--- src/sv/ukg_pkg.sv ---
// Shared types, widths and codes for the union-find grouping engine.
// No dependencies; every other file refers to this package by scoped names.
package ukg_pkg;

  localparam int MAX_NODES = 8192;
  localparam int NODE_W    = $clog2(MAX_NODES);
  localparam int CNT_W     = NODE_W + 1;
  localparam int WEIGHT_W  = 31;
  localparam int CFG_IDX_W = 1;

  // Register indexes of the configuration port.
  localparam logic [CFG_IDX_W-1:0] REG_NODE_COUNT  = 1'b0;
  localparam logic [CFG_IDX_W-1:0] REG_GROUP_LIMIT = 1'b1;

  // Command codes of an input word.
  localparam logic CMD_START = 1'b0;
  localparam logic CMD_EDGE  = 1'b1;

  // Job kinds decided by the front end.
  localparam logic [1:0] K_START = 2'd0;
  localparam logic [1:0] K_EDGE  = 2'd1;
  localparam logic [1:0] K_SKIP  = 2'd2;

  typedef struct packed {
    logic                command;
    logic [NODE_W-1:0]   node_a;
    logic [NODE_W-1:0]   node_b;
    logic [WEIGHT_W-1:0] edge_weight;
  } in_t;

  typedef struct packed {
    logic                joined;
    logic [CNT_W-1:0]    groups_left;
    logic                limit_reached;
    logic [WEIGHT_W-1:0] reported_weight;
  } out_t;

  typedef struct packed {
    logic [1:0]          kind;
    logic [NODE_W-1:0]   node_a;
    logic [NODE_W-1:0]   node_b;
    logic [WEIGHT_W-1:0] edge_weight;
  } job_t;

  // Node count in use: zero counts as one, anything above the table size is clamped.
  function automatic logic [CNT_W-1:0] nodes_in_use(input logic [CNT_W-1:0] n);
    logic [CNT_W-1:0] r;
    r = n;
    if (n == '0) r = CNT_W'(1);
    if (n > CNT_W'(MAX_NODES)) r = CNT_W'(MAX_NODES);
    return r;
  endfunction

endpackage

--- src/sv/ukg_front.sv ---
// Front end: classifies each input word into a job for the back end.
// Depends on ukg_pkg.
module ukg_front (
  input  ukg_pkg::in_t              word,
  input  logic [ukg_pkg::CNT_W-1:0] node_count,
  output ukg_pkg::job_t             job
);

  logic [ukg_pkg::CNT_W-1:0] n_use;
  logic                      in_range;

  always_comb begin
    n_use    = ukg_pkg::nodes_in_use(node_count);
    in_range = ({1'b0, word.node_a} < n_use) && ({1'b0, word.node_b} < n_use);
    job.node_a      = word.node_a;
    job.node_b      = word.node_b;
    job.edge_weight = word.edge_weight;
    if (word.command == ukg_pkg::CMD_START) begin
      job.kind = ukg_pkg::K_START;
    end else if (in_range) begin
      job.kind = ukg_pkg::K_EDGE;
    end else begin
      job.kind = ukg_pkg::K_SKIP;
    end
  end

endmodule

--- config.mk ---
export PLATFORM = sky130hd
export DESIGN_NAME = ukg_front
export DESIGN_NICKNAME = d
export VERILOG_FILES = /design/src/sv/ukg_pkg.sv /design/src/sv/ukg_front.sv
export SDC_FILE = /design/constraint.sdc
export NUM_CORES = 1
export LEC_CHECK = 0
export BUFFER_PORTS_ARGS = -buffer_cell sky130_fd_sc_hd__buf_2
export CAP_MARGIN = 0
export CORE_UTILIZATION = 25
export DETAILED_ROUTE_END_ITERATION = 8
export PLACE_DENSITY = 0.63
export SYNTH_ARGS = -nofsm -noshare
export SYNTH_HDL_FRONTEND = slang
export SYNTH_SLANG_ARGS = --single-unit
--- constraint.sdc ---
create_clock -name vclk -period 6.9
set_input_delay 1.38 -clock vclk [all_inputs]
set_output_delay 1.38 -clock vclk [all_outputs]
set_load 0.02 [all_outputs]
# Word level (Yosys, flattened, before mapping)
# Cells that the tools add are included.
# word_totals
reg_bits	0
latch_bits	0
ramBits	0
romBits	0
out_inout_bits	59
mem_count	0
# classes
n_addsub	0
n_mul	0
div	0
order_cmp	3
n_eq_ne	0
n_shift	0
muxes	4
bitwise	0
reduce_logical	2
# op_table
cell	count
< comparator 13 x 14 -> 1 bit	2
2-to-1 mux 14 bit	2
greater-than comparator 14 bit (second input constant)	1
logical NOT 14 bit	1
2-to-1 mux 2 bit	2
logical AND 1 bit	1

# Depth between registers and ports, before layout
# depth
word_depth	7
mapped_depth	10
ltp_nobuf	10

# Least setup slack after synthesis
# Ideal clock, no wire load.
# synth_timing
path_kind	input to output
from	input node_count[1] (netlist name)
to	output job[57] (netlist name)
arrival_ns	3.274
path_slack_ns	2.246
stages	10
path_buffers	0
cell_sequence	nor4_4 > nand3_1 > o21ai_0 > nand2_1 > ha_1 > a21oi_1 > o21ai_0 > a21oi_1 > o211ai_2 > nor4b_2
# synth_rtl
element	line	source
start: declaration	ukg_front.sv:5	input logic [ukg_pkg::CNT_W-1:0] node_count,
end: declaration	ukg_front.sv:6	output ukg_pkg::job_t job

==> impl_metrics.ini <==
[timing]
timing.final.crit_share_pct = 72.99
slew_viol_final = 0
period_minus_slack_ps = 5037
max_slew.worst_pin.slew_ps = 276.8
slew_headroom_pct = 81.35
finalHoldViolCount = 0
finalSetupViolCount = 0
rsz0062_at_grt = false
max_clock_freq_mhz = 198.6
fin_setup_tns_ps = 0

[detailed_routing]
drt_iter0_drc = 21
drt-pass1-iter-count = 4
wl_per_cell_um = 12.73
vias_per_cell = 4.564
vias = 931
wl_um = 2596
antenna_left = 0
drt_drc_violations_left = 0

[run_status]
status = finished, final reports clean

[critical_path]
cp_slowest_cell = ha_1
cp_top_family = simple AND/OR/NAND/NOR gates
cp_max_fo = 2
critPathMaxStageDelay_ps = 310
crit_chain = buf_2, nor4_4, nand3_1, o21ai_0, nand2_1, ha_1, nand2_1, or2_0, a211o_1, a21oi_2, o31a_1, buf_2
setup.worst_path.start_class = input pin
critPathArrivalTime_ps = 3660
worstSetupEndpointType = output port
path_buf_inv = 2
critPathKind = input pin to output port
worstPathRequired_ps = 5520

[power_and_ir_drop]
p_leak_uw = 0.0005655
power_density_nw_per_um2 = 66.91
ir_drop_uv = 13.27

[clocking]
cts_hold_buf = 0
cts_setup_buffers = 0
post_cts_resized = 0

[synth]
syn-num-nets = 237
ys_warn_count = 0
netlist_area_um2 = 1162
yosys.area.top_type = buf_4
yosysUniqueCellTypes = 25
yosys-top-cells-area = buf_4, ha_1, nor4_4
synth-seq-area-share_pct = 0
synth.avg_cell_area_um2 = 8.244
synth_top_area_share_pct = 36.81
syn_inst = 141

[final_layout]
final_cell_area_um2 = 1141
num-clock-buffers = 0
diodes = 0
final_util_pct = 25.85
synthToLayoutAreaGrowth_pct = -1.830
register_area_um2 = 0
layout-drive-gt1-share_pct = 51.32
nNetsFinal = 250
flops_and_latches = 0

[global_routing]
grt_pass1_wl_um = 4071
grt_use_total_pct = 10.06
use_met2_pct = 18.06
busiest_layer = met2
grt_pass1_vias = 907
use_met3_pct = 1.010
overflow = 0
grtUsageMet1_pct = 12.93
grt_max_degree = 17
antenna_found_initial = 0

[floorplan]
core_um2 = 4414
initial_core_util_pct = 26.33
rows = 24
die_x_um = 70.19
ios = 131
dieArea_um2 = 4926
fp.dieH_um = 70.19

[job]
maxCapViolations = 0

[placed_design]
place.port_buffers = 69
placed_area_um2 = 1141
gp_congestion = 0.7676

[min_path]
hp-class = input pin to output port
-- power by group --
| group | switching [uW] | total (uW) | internal (uW) |
|---|---|---|---|
| Combinational | 43.6 | 76.3 | 32.8 |
| Sequential | 0 | 0 | 0 |
| Clock | 0 | 0 | 0 |
-- synth_stat cells --
master,n
nand4_1,5
a21o_1,2
nor4b_2,1
or2_0,1
o211ai_2,1
a21oi_2,3
o21ai_0,5
ha_1,24
nand3_1,2
nand3b_1,2
a2bb2oi_2,1
o2111ai_1,1
a211o_1,2
clkbuf_1,1
o31a_1,1
nor4_4,3
and4b_1,1
or2b_1,1
nand4b_1,1
nor2b_1,1
nand2b_1,9
nor2_1,3
nand2_1,4
a21oi_1,9
buf_4,57
-- final cells by class --
type / instances / area, um^2
tap: 52 / 65.06
fill: 489 / 3273
multi-input combinational: 83 / 730.7
timing repair buffer: 69 / 345.3
-- cell families after synthesis --
logic type,synth area share (%)
buffers and inverters,37.14
AND/OR/NAND/NOR,22.07
AO/OA/AOI/OAI,14.96
adder cells (fa/ha/maj),25.83
-- per-layer routing --
layer  vias up  wire (um)  part of all wire, %
met3         8        187                  7.2
met2        43       1256                   48
met5         -          0                    0
li1        472          -                    -
met4         0         39                  1.5
met1       408       1113                   43
-- stage by stage --
step / cells / hold WS [ps] / worst slack [ps] / total power [uW]
floorplan: 141 / 2873 / 2246 / 81.07
global placement: 204 / 2760 / 1949 / 76.87
detailed placement: 204 / 2760 / 1890 / 77.60
CTS: 204 / 2760 / 1879 / 78.08
global route: 204 / 2760 / 1697 / 86.30
finish: 204 / 2760 / 1863 / 76.35
-- final timing paths --
kind	depth (start not counted)	slack, ps	end	from
worst min-delay path	0	2760	job[10]	word[10]
worst max-delay path	12	1860	job[58]	node_count[6]
-- placed cells by master (no fill, tap or decap), types with 2 or more instances in the layout --
master	Yosys	routed
nand2_1	4	4
a21oi_2	3	3
a21o_1	2	2
nand4_1	5	5
nand3b_1	2	2
a21oi_1	9	9
nand3_1	2	2
buf_2	0	69
nor4_4	3	3
a211o_1	2	2
nor2_1	3	3
o21ai_0	5	5
nand2b_1	9	9
ha_1	24	24
No activity file was read; power rests on OpenSTA's default activity.
