File: src/sv/ukg_pkg.sv
// Shared types, widths and codes for the union-find grouping engine.
// No dependencies; every other file refers to this package by scoped names.
package ukg_pkg;

  localparam int MAX_NODES = 8192;
  localparam int NODE_W    = $clog2(MAX_NODES);
  localparam int CNT_W     = NODE_W + 1;
  localparam int WEIGHT_W  = 31;
  localparam int CFG_IDX_W = 1;

  // Register indexes of the configuration port.
  localparam logic [CFG_IDX_W-1:0] REG_NODE_COUNT  = 1'b0;
  localparam logic [CFG_IDX_W-1:0] REG_GROUP_LIMIT = 1'b1;

  // Command codes of an input word.
  localparam logic CMD_START = 1'b0;
  localparam logic CMD_EDGE  = 1'b1;

  // Job kinds decided by the front end.
  localparam logic [1:0] K_START = 2'd0;
  localparam logic [1:0] K_EDGE  = 2'd1;
  localparam logic [1:0] K_SKIP  = 2'd2;

  typedef struct packed {
    logic                command;
    logic [NODE_W-1:0]   node_a;
    logic [NODE_W-1:0]   node_b;
    logic [WEIGHT_W-1:0] edge_weight;
  } in_t;

  typedef struct packed {
    logic                joined;
    logic [CNT_W-1:0]    groups_left;
    logic                limit_reached;
    logic [WEIGHT_W-1:0] reported_weight;
  } out_t;

  typedef struct packed {
    logic [1:0]          kind;
    logic [NODE_W-1:0]   node_a;
    logic [NODE_W-1:0]   node_b;
    logic [WEIGHT_W-1:0] edge_weight;
  } job_t;

  // Node count in use: zero counts as one, anything above the table size is clamped.
  function automatic logic [CNT_W-1:0] nodes_in_use(input logic [CNT_W-1:0] n);
    logic [CNT_W-1:0] r;
    r = n;
    if (n == '0) r = CNT_W'(1);
    if (n > CNT_W'(MAX_NODES)) r = CNT_W'(MAX_NODES);
    return r;
  endfunction

endpackage

File: src/sv/ukg_queue.sv
// Two-entry job queue between the front end and the back end.
// Depends on ukg_pkg.
module ukg_queue (
  input  logic          clk,
  input  logic          rst,
  input  logic          push,
  input  ukg_pkg::job_t push_job,
  input  logic          pop,
  output logic          full,
  output logic          empty,
  output ukg_pkg::job_t head
);

  ukg_pkg::job_t slots [0:1];
  logic       wptr;
  logic       rptr;
  logic [1:0] fill;

  assign full  = (fill == 2'd2);
  assign empty = (fill == 2'd0);
  assign head  = slots[rptr];

  always_ff @(posedge clk) begin
    if (push) begin
      slots[wptr] <= push_job;
    end
  end

  always_ff @(posedge clk) begin
    if (rst) begin
      wptr <= 1'b0;
      rptr <= 1'b0;
      fill <= 2'd0;
    end else begin
      if (push) wptr <= ~wptr;
      if (pop) rptr <= ~rptr;
      if (push && !pop) begin
        fill <= fill + 2'd1;
      end else if (pop && !push) begin
        fill <= fill - 2'd1;
      end
    end
  end

endmodule

File: config.mk
export PLATFORM = sky130hd
export DESIGN_NAME = ukg_queue
export DESIGN_NICKNAME = d
export VERILOG_FILES = /design/src/sv/ukg_pkg.sv /design/src/sv/ukg_queue.sv
export SDC_FILE = /design/constraint.sdc
export NUM_CORES = 1
export LEC_CHECK = 0
export BUFFER_PORTS_ARGS = -buffer_cell sky130_fd_sc_hd__buf_2
export CAP_MARGIN = 5
export CORE_UTILIZATION = 58
export CTS_BUF_LIST = sky130_fd_sc_hd__clkbuf_8
export DETAILED_ROUTE_END_ITERATION = 7
export PLACE_DENSITY = 0.87
export SKIP_CTS_REPAIR_TIMING = 1
export SYNTH_ARGS = -nofsm -noshare
export SYNTH_HDL_FRONTEND = slang
export SYNTH_SLANG_ARGS = --single-unit
File: constraint.sdc
create_clock -name clk -period 6.82 [get_ports clk]
set_clock_uncertainty 0.1 [all_clocks]
set_input_delay 1.705 -clock clk [delete_from_list [all_inputs] [get_ports clk]]
set_output_delay 1.705 -clock clk [all_outputs]
set_load 0.1 [all_outputs]
# Yosys cells after proc, flatten, opt, wreduce, memory -nomap -nowiden
# Memory sizes are Yosys's and may differ from the RTL's. A register that Yosys moved wholly into a read port is not among the register bits.
# Index checks and enable logic that the tools add are counted.
[word_totals] reg_bits=4 ram_bits=118 word_cells=21 mem_count=1
[mem_list] name="slots" words=2 width=59 read_ports=1 rd_ports_with_merged_regs=1 wr=1 line_no="ukg_queue.sv:14" text="ukg_pkg::job_t slots [0:1];"
[classes] add_sub_neg=2 eq_ne=1 muxes=6 n_bitwise=2 reduce_logical=6
[ops] op="2-to-1 mux 1 bit" count=4
[ops] op="2-to-1 mux 2 bit" count=2
[ops] op="adder 2 x 1 -> 2 bit, second input constant" count=1
[ops] op="equality test 2 bit, second input constant" count=1
[ops] op="logical AND 1 bit" count=2
[ops] op="zero test 1 bit" count=2
[ops] op="zero test 2 bit" count=1
[ops] op="NOT 1 bit" count=2
[ops] op="nonzero test 2 bit" count=1
[ops] op="subtractor 2 x 1 -> 2 bit, second input constant" count=1

# Logic depth before layout (Yosys ltp)
# Gate-level depths: netlist of the first run.
[logic_depth] word_depth=4 ltp_mapped=5

# Worst setup path after synthesis of the first run
# Ideal clock, no wire load.
[synth_path] path_kind="input-to-reg" from="in push" to="mem slots[0][0] (netlist name) (enable)" arrival_ps=4306 setup_slack_ps=1931 stages=1 path_buffers=0 cell_sequence="nor2b_1"
[synth_between] elab_chain_len=2
[synth_lines] element="start, declared" line_no="ukg_queue.sv:6" text="input logic push,"
[synth_lines] element="2-to-1 mux 1 bit" line_no="ukg_queue.sv:24" text="if (push) begin"
[synth_lines] element="2-to-1 mux 1 bit (not written as such)" line_no="ukg_queue.sv:25" text="slots[wptr] <= push_job;"
[synth_lines] element="end, declared" line_no="ukg_queue.sv:14"
# Every way passes these cells.

==> results_dict.tcl, run 1 <==
set metrics [dict create \
    drc 0 \
    fillers 436 \
    arrival_ps 2400 \
    post_drt_wl_per_cell_um 15.71 \
    routed-wl-met3_um 451 \
    clockBufferDepth 2 \
    status "completed" \
    path_max_fanout 38 \
    ios 124 \
    clkTransAtPathRegs_ps 60 \
    reg2reg_depth 2 \
    dpl.cell_count 424 \
    synthesis.area_sq_um 4508 \
    worst_pin_slew_ps 730.8 \
    cts.sinks 123 \
    die_h_um 90.16 \
    reg2reg_slack_ps 4790 \
    ir_drop_mv 0.2222 \
    area_delta_synth_final_pct 24.87 \
    layoutNonFillerInstCount 456 \
    fp-row-count 31 \
    power.leakage_nw 2.157 \
    routed.top_layer "met4" \
    drive_gt1_share_pct 61.06 \
    avgViaCountPerCell 5.007 \
    rsz0062_at_grt "no" \
    whs_path_depth 2 \
    place_congestion 0.6863 \
    grt_max_degree 39 \
    critical_path.startpoint_type "register" \
    antenna_found_initial 0 \
    hpwl_um 4692 \
    fin_crit_ps 4204 \
    syn_area_per_cell_sq_um 21.88 \
    hold_viol_final 0 \
    maxCapViolations 0 \
    required_ps 5020 \
    grt_pass1_vias 2369 \
    finalSetupTns_ps 0 \
    period_share_pct 61.64 \
    core-area_sq_um 7370 \
    drtIter0Drc 115 \
    io_buffers 123 \
    routed_wl_um 7166 \
    syn-num-nets 270 \
    end_kind "output pin" \
    synth_cell_types 17 \
    met1_length_um 2773 \
    overflow 0 \
    grt_usage_pct 18.46 \
    wl_met2_um 3901 \
    synth_warnings 0 \
    ys_ff_latch 123 \
    crit_type "reg -> out" \
    rr_startpoint "wptr" \
    die_x_um 90.16 \
    slew_violations 0 \
    vias 2283 \
    nNetsFinal 408 \
    grt_pass1_wl_um 11120 \
    clkLatencyLatePin_ps 390 \
    max_freq_mhz 237.9 \
    hold_path_class "reg -> reg" \
    h-tree-depth 4 \
    final_antenna_net_count 0 \
    cts_buffers 17 \
    start_util_pct 61.17 \
    relSlewSlack_pct 51.18 \
    crit_end "head[32]" \
    cts-root-buf "clkbuf_8" \
    p_per_area_nw_per_um2 353.1 \
    synthCells 206 \
    dieArea_sq_um 8129 \
    setup_viol 0 \
    r2r-end "slots[1][20]" \
    yosysSeqAreaShare_pct 80.82 \
    tritoncts "yes" \
    num_antenna_cells 0 \
    drt-pass1-iter-count 4 \
]
==> synthesized netlist by cell type <==
| library cell | number | area share, % |
|---|---|---|
| o21ai_0 | 1 | 0.11 |
| xor2_1 | 2 | 0.39 |
| buf_2 | 4 | 0.44 |
| buf_6 | 2 | 0.50 |
| mux2_4 | 10 | 3.3 |
| mux2_2 | 49 | 12 |
| xnor2_1 | 2 | 0.39 |
| and2_1 | 1 | 0.14 |
| edfxtp_1 | 118 | 79 |
| or3_1 | 1 | 0.14 |
| ha_1 | 1 | 0.28 |
| nor2_1 | 5 | 0.42 |
| a21oi_1 | 1 | 0.11 |
| nor2b_1 | 2 | 0.28 |
| dfxtp_1 | 5 | 2.2 |
| buf_8 | 1 | 0.33 |
| inv_1 | 1 | 0.083 |
==> layout make-up <==
cell class	count	area [sq um]	share of cell area [%]
Sequential cell	123	3645	64.75
Multi-Input combinational cell	75	812.0	14.43
Timing Repair Buffer	126	638.1	11.34
Clock buffer	17	234.0	4.156
Clock inverter	15	172.7	3.067
Tap cell	99	123.9	2.200
Inverter	1	3.754	0.06668
==> report_power, final <==
group	internal, mW	switching, mW
logic	0.0875	0.367
clock network	0.361	0.273
registers	0.881	0.0181
==> flip-flops by register name, indices dropped and copies added (netlist names), named ones only <==
register / cells
wptr: 1
slots: 118
rptr: 1
fill: 2
==> stage by stage <==
stage	setup slack [ps]	hold WS [ps]	area [sq um]	total power [mW]	util, %
floorplan	1931	360.8	4508	1.302	-
global placement	3028	384.7	5223	1.365	70.87
detailed placement	3008	409.9	5223	1.372	70.87
CTS	2567	424.6	5629	2.005	76.38
global route	2483	471.8	5629	2.048	76.38
finish	2616	427.2	5629	1.988	76.38
==> per-layer routing <==
metal  up-vias  global-route usage (%)
met1      1108                   20.59
met4         0                   5.645
met2        85                   32.82
met5         -                       0
li1       1086                       -
met3         4                   6.853
==> kinds of logic after synthesis <==
group / Yosys count / share of synthesized area [%]
xor+xnor: 4 / 0.7773
simple gates: 9 / 0.9716
flops: 123 / 80.82
buf+inv: 8 / 1.360
mux: 59 / 15.57
compound gates: 2 / 0.2218
fa+ha+maj: 1 / 0.2775
==> layout by cell type (no fill, tap or decap), types with 3 or more instances in the layout <==
master,n
buf_2,123
edfxtp_1,118
mux2_2,49
clkbuf_8,17
mux2_4,10
nor2_1,5
clkinvlp_4,4
dfxtp_1,4
inv_6,3
bufinv_16,3
buf_4,3
==> critical path: stages (launching register included) <==
cell and delay, ps:
dfxtp_2 720, buf_4 540, mux2_2 410, buf_2 290
==> worst min-delay path by stage <==
stage,to,from,slack [ps]
after floorplan,fill[1],fill[1],360
after global placement,fill[1],fill[1],380
after detailed placement,rptr,rptr,410
after CTS,rptr,rptr,420
after global routing,rptr,rptr,470
final,rptr,rptr,430
Power figures use the tool's default switching activity.
==> run 2: changes to the inputs <==
--- a/config.mk
+++ b/config.mk
@@ -7,10 +7,10 @@
 export LEC_CHECK = 0
 export BUFFER_PORTS_ARGS = -buffer_cell sky130_fd_sc_hd__buf_2
 export CAP_MARGIN = 5
-export CORE_UTILIZATION = 58
+export CORE_UTILIZATION = 54
 export CTS_BUF_LIST = sky130_fd_sc_hd__clkbuf_8
 export DETAILED_ROUTE_END_ITERATION = 7
-export PLACE_DENSITY = 0.87
+export PLACE_DENSITY = 0.82
 export SKIP_CTS_REPAIR_TIMING = 1
 export SYNTH_ARGS = -nofsm -noshare
 export SYNTH_HDL_FRONTEND = slang
==> constraint.sdc (replaced) <==
create_clock -name clk -period 4.1 [get_ports clk]
set_clock_uncertainty 0.1 [all_clocks]
set_input_delay 1.025 -clock clk [delete_from_list [all_inputs] [get_ports clk]]
set_output_delay 1.025 -clock clk [all_outputs]
set_load 0.1 [all_outputs]
==> run 2 against run 1 <==
  * Cell area rose by 1.2%
  * Total power rose by 70%
  * Register-to-register slack got worse by 2400 ps
  * Global-route usage fell by 0.38 points
  * Critical path depth did not move
  * Die area rose by 7.2%
  * Worst hold slack got worse by 2.7 ps
  * Clock-buffer cell count did not move
  * Largest cell class unchanged
==> results_dict.tcl, run 2 (synthesis gave the netlist of run 1 again) <==
set metrics [dict create \
    status "completed" \
    fp-row-count 32 \
    hp-start "rptr" \
    reg2reg_slack_ps 2350 \
    worst_pin_slew_ps 747.0 \
    critical_path.startpoint_type "register" \
    die_x_um 93.37 \
    layoutNonFillerInstCount 459 \
    setup_viol 0 \
    worst_slack_ps 818.2 \
    dpl.cell_count 427 \
    cts.sinks 123 \
    vias 2290 \
    place_congestion 0.6845 \
    die_h_um 93.37 \
    r2r-end "slots[1][1]" \
    maxCapViolations 0 \
    pre_cts_ws_ps 1246 \
    end_kind "output pin" \
    largest_reg_flops 118 \
    hold-path-endpoint "rptr" \
    core-area_sq_um 7888 \
    grt_usage_pct 18.08 \
    rr_startpoint "wptr" \
    crit_type "reg -> out" \
    dieArea_sq_um 8718 \
    required_ps 2970 \
    drive_gt1_share_pct 60.78 \
    io_buffers 123 \
    path_max_fanout 35 \
    ir_drop_mv 0.3869 \
    slew_violations 0 \
    hpwl_um 4894 \
    grt_pass1_wl_um 11120 \
    hold_path_class "reg -> reg" \
    overflow 0 \
    postLayoutCellArea_sq_um 5695 \
    max_freq_mhz 304.7 \
    routed_wl_um 7372 \
    ios 124 \
    relSlewSlack_pct 50.10 \
    crit_path_top_delay_cell "dfxtp_2" \
    drt-pass1-iter-count 4 \
    area_delta_synth_final_pct 26.34 \
    period_share_pct 80.04 \
    drtIter0Drc 64 \
    fillers 527 \
    grt_pass1_vias 2331 \
    layout_common_cells "buf_2 (123), edfxtp_1 (118), mux2_2 (49)" \
    cp_slowest_stage_delay_ps 730 \
    rsz0062_at_grt "no" \
    start_util_pct 57.15 \
    clkLatencyLatePin_ps 400 \
    post_drt_wl_per_cell_um 16.06 \
    whs_path_depth 2 \
    tritoncts "yes" \
    nNetsFinal 408 \
    clockBufferDepth 2 \
    final_antenna_net_count 0 \
    finalSetupTns_ps 0 \
    cp_cell_sequence "buf_12 -> mux2_2 -> buf_2" \
    cts_buffers 17 \
    reg.largest.list "slots x118, fill x2" \
    reg2reg_depth 2 \
    clkTransAtPathRegs_ps 70 \
    drc 0 \
    arrival_ps 2160 \
    regMostFlops "slots" \
    placed_area_sq_um 5264 \
    num_antenna_cells 0 \
    grt_max_degree 37 \
    cts-root-buf "clkbuf_8" \
    power.leakage_nw 2.184 \
    fin_crit_ps 3282 \
    p_per_area_nw_per_um2 594.4 \
    h-tree-depth 4 \
    antenna_found_initial 0 \
    final_common_cell "buf_2" \
    avgViaCountPerCell 4.989 \
    hold_viol_final 0 \
]
## run 2: changes by cell type in the layout (fill, tap and decap cells not counted), sizes merged
cell,delta
inv,+1
bufinv,+1
clkinvlp,-1
clkinv,-1
## run 2: worst max path at each step
stage | startpoint | end | slack, ps | cells after the start
after floorplan | push | slots[0][0] | 990 | 1
after global placement | register | head[29] | 1260 | 3
after detailed placement | register | head[29] | 1250 | 3
after CTS | register | head[29] | 780 | 3
after global routing | register | head[21] | 700 | 3
final | register | head[30] | 820 | 3
## run 2: where the power goes
part           total [mW]  switching (mW)  internal [mW]  leakage [nW]
Combinational       0.764           0.612          0.152         0.825
Sequential           1.50          0.0314           1.46          1.15
Clock                1.13           0.462          0.663         0.209
Total                3.39            1.11           2.28          2.18
## run 2: layout make-up
type,count,area [sq um],area share [%]
Clock buffer,17,234.0,4.108
Clock inverter,15,197.7,3.471
Inverter,1,3.754,0.06591
Tap cell,102,127.6,2.241
Timing Repair Buffer,126,675.6,11.86
Sequential cell,123,3645,63.99
Multi-Input combinational cell,75,812.0,14.26
## run 2: stage by stage
step / util, % / hold slack (ps) / total power, mW
floorplan: - / 360.8 / 2.164
global placement: 66.74 / 394.3 / 2.279
detailed placement: 66.74 / 404.8 / 2.291
CTS: 72.21 / 423.4 / 3.414
global route: 72.21 / 434.6 / 3.490
finish: 72.21 / 424.5 / 3.386
## run 2: layer usage
layer,share of wire (%),up-vias,track usage (%)
met5,0,-,0
met4,0.27,0,7.692
met3,7.7,2,7.317
met2,53,90,29.78
met1,39,1107,20.99
li1,-,1091,-
## run 2: critical path, delay by kind of cell (launching register included)
| family | cells | cell delay (ps) |
|---|---|---|
| muxes | 1 | 370 |
| DFF | 1 | 730 |
| buffers and inverters | 2 | 600 |
==> run 3: changes to the inputs <==
==> constraint.sdc (replaced) <==
create_clock -name clk -period 3.1 [get_ports clk]
set_clock_uncertainty 0.1 [all_clocks]
set_input_delay 0.775 -clock clk [delete_from_list [all_inputs] [get_ports clk]]
set_output_delay 0.775 -clock clk [all_outputs]
set_load 0.1 [all_outputs]
==> run 3 against run 2 <==
  * Routed wire length decreased by 2.7%
  * First-iteration DRC count increased by 73%
  * Via count increased by 0.48%
  * Die area unchanged
  * Non-clock buffer count increased by 3
  * Worst hold slack improved by 2.4 ps
  * Largest cell class unchanged
==> results_dict.tcl, run 3 (synthesis gave the netlist of run 1 again) <==
set metrics [dict create \
    hold_viol_final 0 \
    hold_ws_ps 426.9 \
    arrival_ps 1880 \
    cp_cell_sequence "buf_4 -> mux2_2 -> buf_2" \
    routed_wl_um 7172 \
    start_util_pct 57.15 \
    path_max_fanout 35 \
    internal-power_mw 2.945 \
    cp_slowest_stage_delay_ps 420 \
    layout_common_cells "buf_2 (123), edfxtp_1 (118), mux2_2 (49)" \
    crit_type "reg -> out" \
    cts-root-buf "clkbuf_8" \
    worst_pin_slew_ps 532.4 \
    maxCapViolations 0 \
    nNetsFinal 411 \
    pre_cts_ws_ps 763.2 \
    period_share_pct 88.96 \
    drive_gt1_share_pct 61.94 \
    critical_path.startpoint_type "register" \
    clockBufferDepth 2 \
    layoutNonFillerInstCount 462 \
    finalSetupTns_ps 0 \
    antenna_found_initial 0 \
    num_antenna_cells 0 \
    cts.sinks 123 \
    worst_slack_ps 342.3 \
    total_power_mw 4.438 \
    vias 2301 \
    crit_path_top_delay_cell "buf_4" \
    setup_viol 0 \
    post_drt_wl_per_cell_um 15.52 \
    die_h_um 93.37 \
    slew_violations 0 \
    p_comb_share_pct 23.0 \
    overflow 0 \
    critPathBufInv 2 \
    regMostFlops "slots" \
    clkTransAtPathRegs_ps 70 \
    avgViaCountPerCell 4.981 \
    hpwl_um 4771 \
    grt_usage_pct 17.70 \
    clkLatencyLatePin_ps 410 \
    dieArea_sq_um 8718 \
    p_clk_share_pct 32.8 \
    final_antenna_net_count 0 \
    largest_reg_flops 118 \
    dpl.cell_count 430 \
    swShare_pct 33.64 \
    required_ps 2220 \
    fin_crit_ps 2758 \
    switchingPower_mw 1.493 \
    cts_buffers 17 \
    final_common_cell "buf_2" \
    ir_drop_mv 0.4777 \
    reg.largest.list "slots x118, fill x2" \
    h-tree-depth 4 \
    core-area_sq_um 7888 \
    relSlewSlack_pct 64.43 \
    power.leakage_nw 2.183 \
    p_per_area_nw_per_um2 781.0 \
    drc 0 \
    drt-pass1-iter-count 4 \
    fp-row-count 32 \
    max_freq_mhz 362.6 \
    pwr-share-seq_pct 44.2 \
    hold_path_class "reg -> reg" \
    grt_pass1_vias 2363 \
    ios 124 \
    path_delay_family "buffers and inverters" \
    rsz0062_at_grt "no" \
    area_delta_synth_final_pct 26.03 \
    grt_max_degree 36 \
    grt_pass1_wl_um 11090 \
    place_congestion 0.7004 \
    io_buffers 123 \
    end_kind "output pin" \
    drtIter0Drc 111 \
    tritoncts "yes" \
    status "completed" \
    die_x_um 93.37 \
]
run 3: power groups by stage:
stage | sequential [mW] | clock (mW) | combinational (mW)
floorplan | 1.99 | 0 | 0.868
global placement | 1.99 | 0 | 1.02
detailed placement | 2.00 | 0 | 1.03
CTS | 1.96 | 1.49 | 1.03
global route | 1.97 | 1.55 | 1.06
finish | 1.96 | 1.45 | 1.02
run 3: cell type report:
cell class / instances / area (sq um)
tap: 102 / 127.6
clock buffer: 17 / 234.0
timing repair buffer: 129 / 673.1
clock inverter: 15 / 186.4
inverter: 1 / 3.754
fill: 519 / 2206
sequential: 123 / 3645
multi-input combinational: 75 / 812.0
run 3: per-layer routing:
metal	GRT usage, %	vias up	share of wire [%]
met2	29.47	83	52
met4	7.564	0	0.20
li1	-	1094	-
met1	20.43	1122	41
met3	6.829	2	6.8
met5	0	-	0
run 3: path summary, 6_finish.rpt:
check | from | endpoint | slack, ps | cells past startpoint
max | register | head[27] | 340 | 3
max reg2reg | wptr | slots[0][5] | 1490 | 2
min reg2reg | rptr | register | 430 | 2
min | rptr | register | 430 | 2
run 3: tightest hold or removal path, cell delays in order (launching register included):
cell,delay [ps]
dfxtp_1,330
xnor2_1,90
nor2_1,80
run 3: metrics by stage:
stage	area [sq um]	utilization, %
global route	5682	72.03
detailed placement	5261	66.70
CTS	5682	72.03
floorplan	4511	-
finish	5682	72.03
global placement	5261	66.70
